`src/design/m3i_pkg.sv`:
```
// m3i_pkg: types and constants shared by the 3x3 matrix inverse block
// no dependencies; used by every module of the block

package m3i_pkg;

    localparam int ELEM_W      = 32;   // q16.16 element width
    localparam int COF_W       = 65;   // signed cofactor, q32.32
    localparam int CMAG_W      = 64;   // cofactor magnitude
    localparam int DET_W       = 97;   // signed determinant, q48.48
    localparam int DMAG_W      = 96;   // determinant magnitude
    localparam int PSUM_W      = 67;   // sum of three 65-bit partial products
    localparam int NLANE       = 9;    // one lane per matrix element
    localparam int QBITS       = 32;   // quotient bits formed by the divider
    localparam int FRONT_STG   = 6;    // front pipeline depth
    localparam int QUEUE_DEPTH = 2;    // default depth of the middle queue

    localparam logic [DMAG_W-1:0] DET_ONE = DMAG_W'(1) << 48;

    typedef struct packed {
        logic signed [ELEM_W-1:0] e11;
        logic signed [ELEM_W-1:0] e12;
        logic signed [ELEM_W-1:0] e13;
        logic signed [ELEM_W-1:0] e21;
        logic signed [ELEM_W-1:0] e22;
        logic signed [ELEM_W-1:0] e23;
        logic signed [ELEM_W-1:0] e31;
        logic signed [ELEM_W-1:0] e32;
        logic signed [ELEM_W-1:0] e33;
    } t_in;

    typedef struct packed {
        logic signed [ELEM_W-1:0] r11;
        logic signed [ELEM_W-1:0] r12;
        logic signed [ELEM_W-1:0] r13;
        logic signed [ELEM_W-1:0] r21;
        logic signed [ELEM_W-1:0] r22;
        logic signed [ELEM_W-1:0] r23;
        logic signed [ELEM_W-1:0] r31;
        logic signed [ELEM_W-1:0] r32;
        logic signed [ELEM_W-1:0] r33;
        logic                     singular;
        logic                     clipped;
    } t_out;

    // adjugate in output order, as sign and magnitude, plus the divisor and a singular flag
    typedef struct packed {
        logic [DMAG_W-1:0]             dmag;
        logic                          dneg;
        logic                          sing;
        logic [NLANE-1:0][CMAG_W-1:0]  cmag;
        logic [NLANE-1:0]              cneg;
    } t_mid;

endpackage

```
`src/design/m3i_queue.sv`:
```
// m3i_queue: short register queue between front and back
// depends on m3i_pkg

module m3i_queue #(
    parameter int DEPTH = m3i_pkg::QUEUE_DEPTH
) (
    input  logic          i_clk,
    input  logic          i_rst_n,
    input  logic          i_push,
    input  m3i_pkg::t_mid i_data,
    output logic          o_full,
    input  logic          i_pop,
    output m3i_pkg::t_mid o_data,
    output logic          o_empty
);

    localparam int AW = (DEPTH > 1) ? $clog2(DEPTH) : 1;
    localparam int CW = $clog2(DEPTH + 1);

    m3i_pkg::t_mid r_mem [DEPTH];
    logic [AW-1:0] r_wp;
    logic [AW-1:0] r_rp;
    logic [CW-1:0] r_cnt;
    logic          w_wr;
    logic          w_rd;

    assign o_full  = (r_cnt == CW'(DEPTH));
    assign o_empty = (r_cnt == '0);
    assign w_wr    = i_push && !o_full;
    assign w_rd    = i_pop && !o_empty;
    assign o_data  = r_mem[r_rp];

    always_ff @(posedge i_clk) begin
        if (!i_rst_n) begin
            r_wp  <= '0;
            r_rp  <= '0;
            r_cnt <= '0;
        end else begin
            if (w_wr) begin
                r_wp <= (r_wp == AW'(DEPTH - 1)) ? '0 : r_wp + 1'b1;
            end
            if (w_rd) begin
                r_rp <= (r_rp == AW'(DEPTH - 1)) ? '0 : r_rp + 1'b1;
            end
            if (w_wr && !w_rd) begin
                r_cnt <= r_cnt + 1'b1;
            end else if (w_rd && !w_wr) begin
                r_cnt <= r_cnt - 1'b1;
            end
        end
    end

    always_ff @(posedge i_clk) begin
        if (w_wr) begin
            r_mem[r_wp] <= i_data;
        end
    end

endmodule

```
`config.mk`:
```
export PLATFORM = sky130hd
export DESIGN_NAME = m3i_queue
export DESIGN_NICKNAME = d
export VERILOG_FILES = /design/src/design/m3i_pkg.sv /design/src/design/m3i_queue.sv
export SDC_FILE = /design/constraint.sdc
export NUM_CORES = 1
export LEC_CHECK = 0
export ABC_AREA = 1
export BUFFER_PORTS_ARGS = -buffer_cell sky130_fd_sc_hd__buf_2
export CORE_AREA = 2 2 536 538
export CTS_BUF_LIST = sky130_fd_sc_hd__clkbuf_8
export DETAILED_ROUTE_END_ITERATION = 10
export DIE_AREA = 0 0 538 540
export PLACE_DENSITY = 0.41
export SLEW_MARGIN = 20
export SYNTH_ARGS = -nofsm -noshare
export SYNTH_HDL_FRONTEND = slang
export SYNTH_SLANG_ARGS = --single-unit
```
`constraint.sdc`:
```
create_clock -name i_clk -period 36.6 [get_ports i_clk]
set_input_delay 7.32 -clock i_clk [delete_from_list [all_inputs] [get_ports i_clk]]
set_output_delay 7.32 -clock i_clk [all_outputs]
set_load 0.02 [all_outputs]
```
# Word-level counts from Yosys, hierarchy flattened
# Memory sizes are Yosys's and may differ from the RTL's. A register that Yosys moved wholly into a read port is not among the register bits.
# Index checks and enable logic that the tools add are counted.
# Widths: inputs -> output; s select.
[totals] register_bits=4 latch_bits=0 ramBits=1366 romBits=0 input_bits=687 out_inout_bits=685 word_cells=27 mem_count=1
[mem_list] name="r_mem" depth=2 width=683 read_ports=1 rd_ports_with_merged_regs=1 write_ports=1 line="m3i_queue.sv:20" source="m3i_pkg::t_mid r_mem [DEPTH];"
[classes] addsub=4 multipliers=0 div=0 order_cmp=0 eq_ne=1 shift=0 muxes=8 bitwise=0 reduce_logical=10
[ops] op="$mux 1" count=6
[ops] op="$logic_and 1x1->1" count=4
[ops] op="$logic_not 1->1" count=4
[ops] op="$mux 2" count=2
[ops] op="$add 1x1->1 const B" count=2
[ops] op="$add 2x1->2 const B" count=1
[ops] op="$eq 2x2->1 const B" count=1
[ops] op="$logic_not 2->1" count=1
[ops] op="$reduce_bool 2->1" count=1
[ops] op="$sub 2x1->2 const B" count=1

# Longest topological paths before layout
# Gate-level depths: netlist (run 1).
[logic_depth] word_depth=7 ltp_mapped=10 ltp_nobuf=10

# Worst setup path after synthesis (run 1)
# OpenSTA, ideal clock, no wires.
[synth_timing] path_kind="input to register" from="input port i_push" to="memory r_mem[0][0] in the netlist's numbering, enable pin" setup_ns=1.752 t_arrival_ns=35.703 required_time_ns=34.848 path_slack_ns=-0.854 path_stages=2 path_buffers=0 path_cell_list="o21ai_0 -> nor2_1"
[synth_between] elab_chain_len=3
[synth_lines] element="from (decl)" line="m3i_queue.sv:9" source="input logic i_push,"
[synth_lines] element="$logic_and 1x1->1" line="m3i_queue.sv:29" source="assign w_wr = i_push && !o_full;"
[synth_lines] element="$mux 1" line="m3i_queue.sv:54" source="if (w_wr) begin"
[synth_lines] element="$mux 1 (implied by the code)" line="m3i_queue.sv:55" source="r_mem[r_wp] <= i_data;"
[synth_lines] element="to (decl)" line="m3i_queue.sv:20"
# No other way between the ends.

==> impl_metrics.env, run 1 <==
export IMPL_ff_latch_count_synth=1371
export IMPL_layout_nets=4426
export IMPL_final_antenna_net_count=0
export IMPL_yosys_cell_types_count=14
export IMPL_cp_data_arrival_time_ns=5.48
export IMPL_yosys_area_share_xor_xnor_pct=0
export IMPL_synth_compound_area_share_pct=0.04010
export IMPL_post_cts_setup_buffer_count=0
export IMPL_final_setup_worst_slack_ns=23.80
export IMPL_synth_top_area_cell="sky130_fd_sc_hd__edfxtp_1"
export IMPL_post_route_cell_area_sq_mm=0.06533
export IMPL_path_max_fanout=70
export IMPL_clk_path_buf_depth=4
export IMPL_totalNegativeSetupSlack_ns=0
export IMPL_clk_transition_reported_paths_ns=0.05
export IMPL_synthesis_yosys_warnings=0
export IMPL_dr_wl_met2_microns=86480
export IMPL_fraction_of_layout_cells_with_a_size_suffix_above_1_pct=60.68
export IMPL_avgViaCountPerCell=3.550
export IMPL_power_static_leakage_nw=23.52
export IMPL_synth_top_area_share_pct=82.16
export IMPL_grtUsageTotal_pct=11.55
export IMPL_cts_root_buffer="sky130_fd_sc_hd__clkbuf_8"
export IMPL_endpoint_class_of_the_critical_path="output pin"
export IMPL_layout_area_overhead_vs_synth_pct=30.84
export IMPL_routedLengthMet1_microns=66100
export IMPL_chipWidth_microns=538
export IMPL_total_power_mw=4.556
export IMPL_run_status="finished clean"
export IMPL_switching_share_pct=32.92
export IMPL_tightest_slew_ns=1.111
export IMPL_die_h_microns=540
export IMPL_peakVddDrop_uv=38.41
export IMPL_ioPinCount=1372
export IMPL_timing_fmax_ghz=0.07810
export IMPL_initial_antenna_violation_count=135
export IMPL_final_setup_violation_count=0
export IMPL_highest_signal_layer="met5"
export IMPL_post_synthesis_instance_area_sq_mm=0.04993
export IMPL_post_synthesis_share_of_cell_area_spent_on_full_adders_half_adders_and_majority_gates_pct=0.02506
export IMPL_final_cell_count_no_fill=7727
export IMPL_placement_cell_area_sq_mm=0.06081
export IMPL_dpl_hpwl_microns=133500
export IMPL_mean_instance_size_in_the_synthesized_netlist_sq_um=23.08
export IMPL_initialDrtViolationCount=1600
export IMPL_wl_cell_microns=23.06
export IMPL_final_max_slew_violation_count=0
export IMPL_power_internal_mw=3.056
export IMPL_post_place_cells=7253
export IMPL_switching_power_mw=1.500
export IMPL_place_congestion=0.8135
export IMPL_cts_tree="yes"
export IMPL_met3_wirelength_microns=20350
export IMPL_rsz_0062_raised_after_global_routing="false"
export IMPL_critPathRequiredTime_ns=29.28
export IMPL_wire_length_of_the_first_global_routing_pass_microns=234300
export IMPL_placement_rows=196
export IMPL_initial_utilization_pct=17.55
export IMPL_largest_net_degree_at_the_start_of_global_routing=140
export IMPL_clock_tree_htree_level_count=4
export IMPL_worst_clock_skew_ns=0.04695
export IMPL_first_pass_iters=5
export IMPL_power_clock_fraction_pct=29.0
export IMPL_total_power_divided_by_cell_area_mw_per_mm2=69.75
export IMPL_final_period_minus_worst_setup_slack_ns=12.80
export IMPL_synth_enable_flop_cells=1366
export IMPL_clkLatencyLatePin_ns=0.98
export IMPL_fin_util_pct=22.96
export IMPL_worstSetupStartpointType="flip-flop"
export IMPL_leading_cell_types_by_count_after_synthesis="sky130_fd_sc_hd__edfxtp_1 (1,366), sky130_fd_sc_hd__mux2_2 (683), sky130_fd_sc_hd__clkbuf_8 (50), sky130_fd_sc_hd__buf_6 (25), sky130_fd_sc_hd__nor2_1 (11)"
export IMPL_vias_in_the_first_global_route=28570
export IMPL_grt_overflow_total=0
export IMPL_number_of_vias_in_the_routed_layout=27430
export IMPL_cts_buffers=245
export IMPL_synth_area_leaders="sky130_fd_sc_hd__edfxtp_1 (82%), sky130_fd_sc_hd__mux2_2 (15%), sky130_fd_sc_hd__clkbuf_8 (1.4%)"
export IMPL_yosysSeqAreaShare_pct=82.36
export IMPL_worst_hold_slack_ns=0.5045
export IMPL_min_period_over_period_pct=34.98
export IMPL_combinationalPowerShare_pct=26.3
export IMPL_clock_sinks=1371
export IMPL_post_synth_top_count_cell="sky130_fd_sc_hd__edfxtp_1"
export IMPL_final_routed_wirelength_microns=178200
export IMPL_worstSetupPathType="flip-flop to output pin"
export IMPL_synth_cells=2163
export IMPL_final_hold_violation_count=0
export IMPL_route_detailed_drc=0
export IMPL_maxCapViolCount=0
export IMPL_yosys_mux_area_fraction_pct=15.40
export IMPL_share_of_synthesized_cell_area_in_and_or_nand_and_nor_gates_pct=0.1504
export IMPL_synth_main_ff_cell="sky130_fd_sc_hd__edfxtp_1"
export IMPL_postSynth_asyncResetShare_pct=0
export IMPL_seqPwrFrac_pct=44.7
export IMPL_total_of_cells_resized_after_clock_tree_synthesis=0
export IMPL_floorplan_core_area_sq_mm=0.2845
export IMPL_die_area_sq_mm=0.2905
export IMPL_port_buffers=1371
export IMPL_timing_max_slew_rel_slack_pct=25.93
export IMPL_min_delay_path_class="flip-flop to flip-flop"
export IMPL_syn_num_nets=2851
export IMPL_holdBufCountCts=0
export IMPL_dp_slack_ns=23.34
export IMPL_main_combinational_cell_family_by_area_after_synthesis="multiplexers"
-- layer usage --
metal  vias up  global-route usage (%)
met3       417                   5.798
li1      11910                       -
met1     13700                   12.39
met4        90                   2.997
met2      1314                   19.97
met5         -                       0
-- cell families after synthesis --
kind of cell,after synthesis
adders and majority gates,1
muxes,683
buffers and inverters,85
DFF,1371
AOI/OAI and AO/OA,4
and+or+nand+nor,19
-- sequential cells by signal (all words and copies together), names as in the netlist, named ones only --
signal  cells
r_cnt       2
r_rp        1
r_wp        1
r_mem    1366
-- layout make-up --
class / instances / area [sq um]
Sequential cell: 1371 / 41120
Multi-Input combinational cell: 707 / 7814
Clock buffer: 246 / 3386
Fill cell: 29980 / 219100
Timing Repair Buffer: 1404 / 7134
Clock inverter: 192 / 1037
Tap cell: 3762 / 4707
Antenna cell: 36 / 90.09
Inverter: 9 / 33.78
-- critical path: stages, from the launching register on --
cell and delay (ns):
sky130_fd_sc_hd__dfxtp_4 0.86, sky130_fd_sc_hd__buf_4 0.76, sky130_fd_sc_hd__buf_4 0.58, sky130_fd_sc_hd__buf_4 0.66, sky130_fd_sc_hd__buf_4 0.81, sky130_fd_sc_hd__mux2_2 0.43
sky130_fd_sc_hd__buf_2 0.17
-- worst paths after layout --
kind | slack [ns] | to | start | depth (start not counted)
setup / recovery | 23.80 | o_data[123] | flip-flop | 6
hold / removal | 0.50 | r_rp | r_rp | 2
setup reg to reg | 30.55 | r_mem[1][605] | r_cnt[0] | 7
hold reg to reg | 0.50 | r_rp | r_rp | 2
-- layout by cell type (no fill, tap or decap), drive strengths merged --
master    synthesis  final
clkinvlp          0      2
bufinv            0      6
buf              26   1404
edfxtp         1366   1366
nand3             1      1
ha                1      1
mux2            683    683
nand2             6      6
o21ai             3      3
clkbuf           50    246
dfxtp             5      5
diode             0     36
inv               9     98
nor2             11     11
clkinv            0     95
a21oi             1      1
nand4             1      1
-- power groups by stage --
stage,logic (mW),registers (mW),clock network [mW]
CTS,1.24,2.04,1.39
floorplan,0.759,2.34,0
global route,1.28,2.05,1.45
global placement,1.24,2.07,0
finish,1.20,2.04,1.32
detailed placement,1.24,2.07,0
Note: power is estimated with default switching activity, not from simulation.
==> run 2: changes to the inputs <==
Settings changed: PLACE_DENSITY 0.41 to 0.4.
Clock period 36.6 ns to 13.4 ns, I/O delays scaled along.
==> run 2 against run 1 <==
Effect of this change: total power rose to 2.8 times the previous value; die area did not move; cell count rose by 0.63%; first-iteration DRC count fell by 3.7%; worst hold slack got worse by 0.0035 ns; register-to-register slack got worse by 21 ns; worst setup slack got worse by 17 ns; final area rose by 0.88%; routed wire length rose by 5.7%; critical path depth fell by 2; global-route usage rose by 0.74 points; critical path type unchanged; highest routed layer unchanged.
==> impl_metrics.env, run 2 (synthesis gave the netlist of run 1 again) <==
export IMPL_run_status="finished clean"
export IMPL_final_hold_violation_count=0
export IMPL_seq_cell_area_sq_mm=0.04112
export IMPL_dp_slack_ns=6.956
export IMPL_final_setup_violation_count=0
export IMPL_final_common_cell="sky130_fd_sc_hd__buf_2"
export IMPL_cts_tree="yes"
export IMPL_switching_power_mw=4.245
export IMPL_layout_area_overhead_vs_synth_pct=31.99
export IMPL_post_route_cell_area_sq_mm=0.06590
export IMPL_vias_in_the_first_global_route=28890
export IMPL_layout_cells_most_common_list="sky130_fd_sc_hd__buf_2 (1,371), sky130_fd_sc_hd__edfxtp_1 (1,366), sky130_fd_sc_hd__mux2_2 (683)"
export IMPL_min_period_over_period_pct=52.55
export IMPL_initial_utilization_pct=17.55
export IMPL_chipWidth_microns=538
export IMPL_placement_rows=196
export IMPL_maxCapViolCount=0
export IMPL_clk_transition_reported_paths_ns=0.06
export IMPL_seqPwrFrac_pct=43.4
export IMPL_final_routed_wirelength_microns=188400
export IMPL_flip_flop_count_of_the_largest_register_after_layout=1366
export IMPL_timing_fmax_ghz=0.1420
export IMPL_multi_input_area_sq_mm=0.007818
export IMPL_tightest_slew_ns=1.086
export IMPL_final_period_minus_worst_setup_slack_ns=7.041
export IMPL_power_internal_mw=8.570
export IMPL_combinationalPowerShare_pct=25.8
export IMPL_number_of_vias_in_the_routed_layout=27790
export IMPL_power_clock_fraction_pct=30.8
export IMPL_critPathRequiredTime_ns=10.72
export IMPL_holdBufCountCts=0
export IMPL_rsz_0062_raised_after_global_routing="false"
export IMPL_initial_antenna_violation_count=187
export IMPL_grt_overflow_total=0
export IMPL_fraction_of_layout_cells_with_a_size_suffix_above_1_pct=61.14
export IMPL_largest_net_degree_at_the_start_of_global_routing=137
export IMPL_post_cts_setup_buffer_count=0
export IMPL_cp_data_arrival_time_ns=4.36
export IMPL_cts_root_buffer="sky130_fd_sc_hd__clkbuf_8"
export IMPL_path_max_fanout=76
export IMPL_timing_max_slew_rel_slack_pct=27.59
export IMPL_largest_register="r_mem"
export IMPL_total_power_divided_by_cell_area_mw_per_mm2=194.5
export IMPL_wl_cell_microns=24.22
export IMPL_final_antenna_net_count=0
export IMPL_clock_sinks=1371
export IMPL_power_static_leakage_nw=23.75
export IMPL_worst_hold_slack_ns=0.5011
export IMPL_port_buffers=1371
export IMPL_layout_nets=4446
export IMPL_avgViaCountPerCell=3.574
export IMPL_first_pass_iters=5
export IMPL_reg_largest_list="r_mem x1366, r_cnt x2"
export IMPL_ioPinCount=1372
export IMPL_place_congestion=0.8307
export IMPL_endpoint_class_of_the_critical_path="output pin"
export IMPL_route_detailed_drc=0
export IMPL_die_h_microns=540
export IMPL_final_cell_count_no_fill=7776
export IMPL_totalNegativeSetupSlack_ns=0
export IMPL_placement_cell_area_sq_mm=0.06086
export IMPL_final_setup_worst_slack_ns=6.359
export IMPL_min_delay_path_class="flip-flop to flip-flop"
export IMPL_wire_length_of_the_first_global_routing_pass_microns=245300
export IMPL_worstSetupStartpointType="flip-flop"
export IMPL_cts_buffers=268
export IMPL_peakVddDrop_uv=93.44
export IMPL_grtUsageTotal_pct=12.29
export IMPL_clock_tree_htree_level_count=5
export IMPL_initialDrtViolationCount=1541
export IMPL_clk_path_buf_depth=4
export IMPL_total_of_cells_resized_after_clock_tree_synthesis=0
export IMPL_floorplan_core_area_sq_mm=0.2845
export IMPL_worstSetupPathType="flip-flop to output pin"
export IMPL_worst_r2r_setup_slack_ns=9.29
export IMPL_die_area_sq_mm=0.2905
export IMPL_post_place_cells=7250
export IMPL_worst_clock_skew_ns=0.07352
export IMPL_filler_cell_count=30000
export IMPL_final_max_slew_violation_count=0
export IMPL_dpl_hpwl_microns=140800
export IMPL_switching_share_pct=33.13
export IMPL_clkLatencyLatePin_ns=0.94
[run 2: changes by cell type in the layout (fill, tap and decap cells not counted), sizes merged]
cell and delta:
inv +10, bufinv +1, clkbuf +26, clkinv -14, diode +23, buf -3, clkinvlp +6
[run 2: final cells by class]
type                            count  share of cell area (%)
Clock buffer                      272                   5.681
Timing Repair Buffer             1401                   10.89
Antenna cell                       59                  0.2240
Sequential cell                  1371                   62.40
Clock inverter                    195                   1.749
Inverter                            9                 0.05126
Multi-Input combinational cell    707                   11.86
Tap cell                         3762                   7.143
[run 2: through the flow]
step,power [mW],utilization (%)
final,12.82,23.17
after global routing,13.47,23.13
after CTS,13.14,23.11
after detailed placement,9.071,21.39
after global placement,9.062,21.39
after floorplan,7.908,-
[run 2: final timing paths]
check,from,endpoint,cells past startpoint
setup / recovery,flip-flop,o_data[528],4
hold / removal,r_rp,r_rp,2
setup reg to reg,r_cnt[0],r_mem[0][103],5
hold reg to reg,r_rp,r_rp,2
[run 2: worst max-delay path: stages, from the launching register on]
cell                      delay (ns)
sky130_fd_sc_hd__dfxtp_4        0.87
sky130_fd_sc_hd__buf_4          0.70
sky130_fd_sc_hd__buf_4          0.92
sky130_fd_sc_hd__mux2_2         0.53
sky130_fd_sc_hd__buf_2          0.20
[run 2: power groups by stage]
stage	Combinational [mW]	Clock [mW]	Sequential, mW
finish	3.31	3.94	5.57
global route	3.54	4.31	5.62
CTS	3.43	4.14	5.57
detailed placement	3.41	0	5.66
global placement	3.42	0	5.64
floorplan	2.08	0	5.83
[run 2: routing by layer]
metal | global-route usage, % | share of wire, % | up-vias
met4 | 3.243 | 2.7 | 114
li1 | - | - | 12010
met1 | 12.70 | 35 | 13570
met2 | 20.64 | 47 | 1541
met3 | 7.684 | 14 | 548
met5 | 0 | 0.39 | -
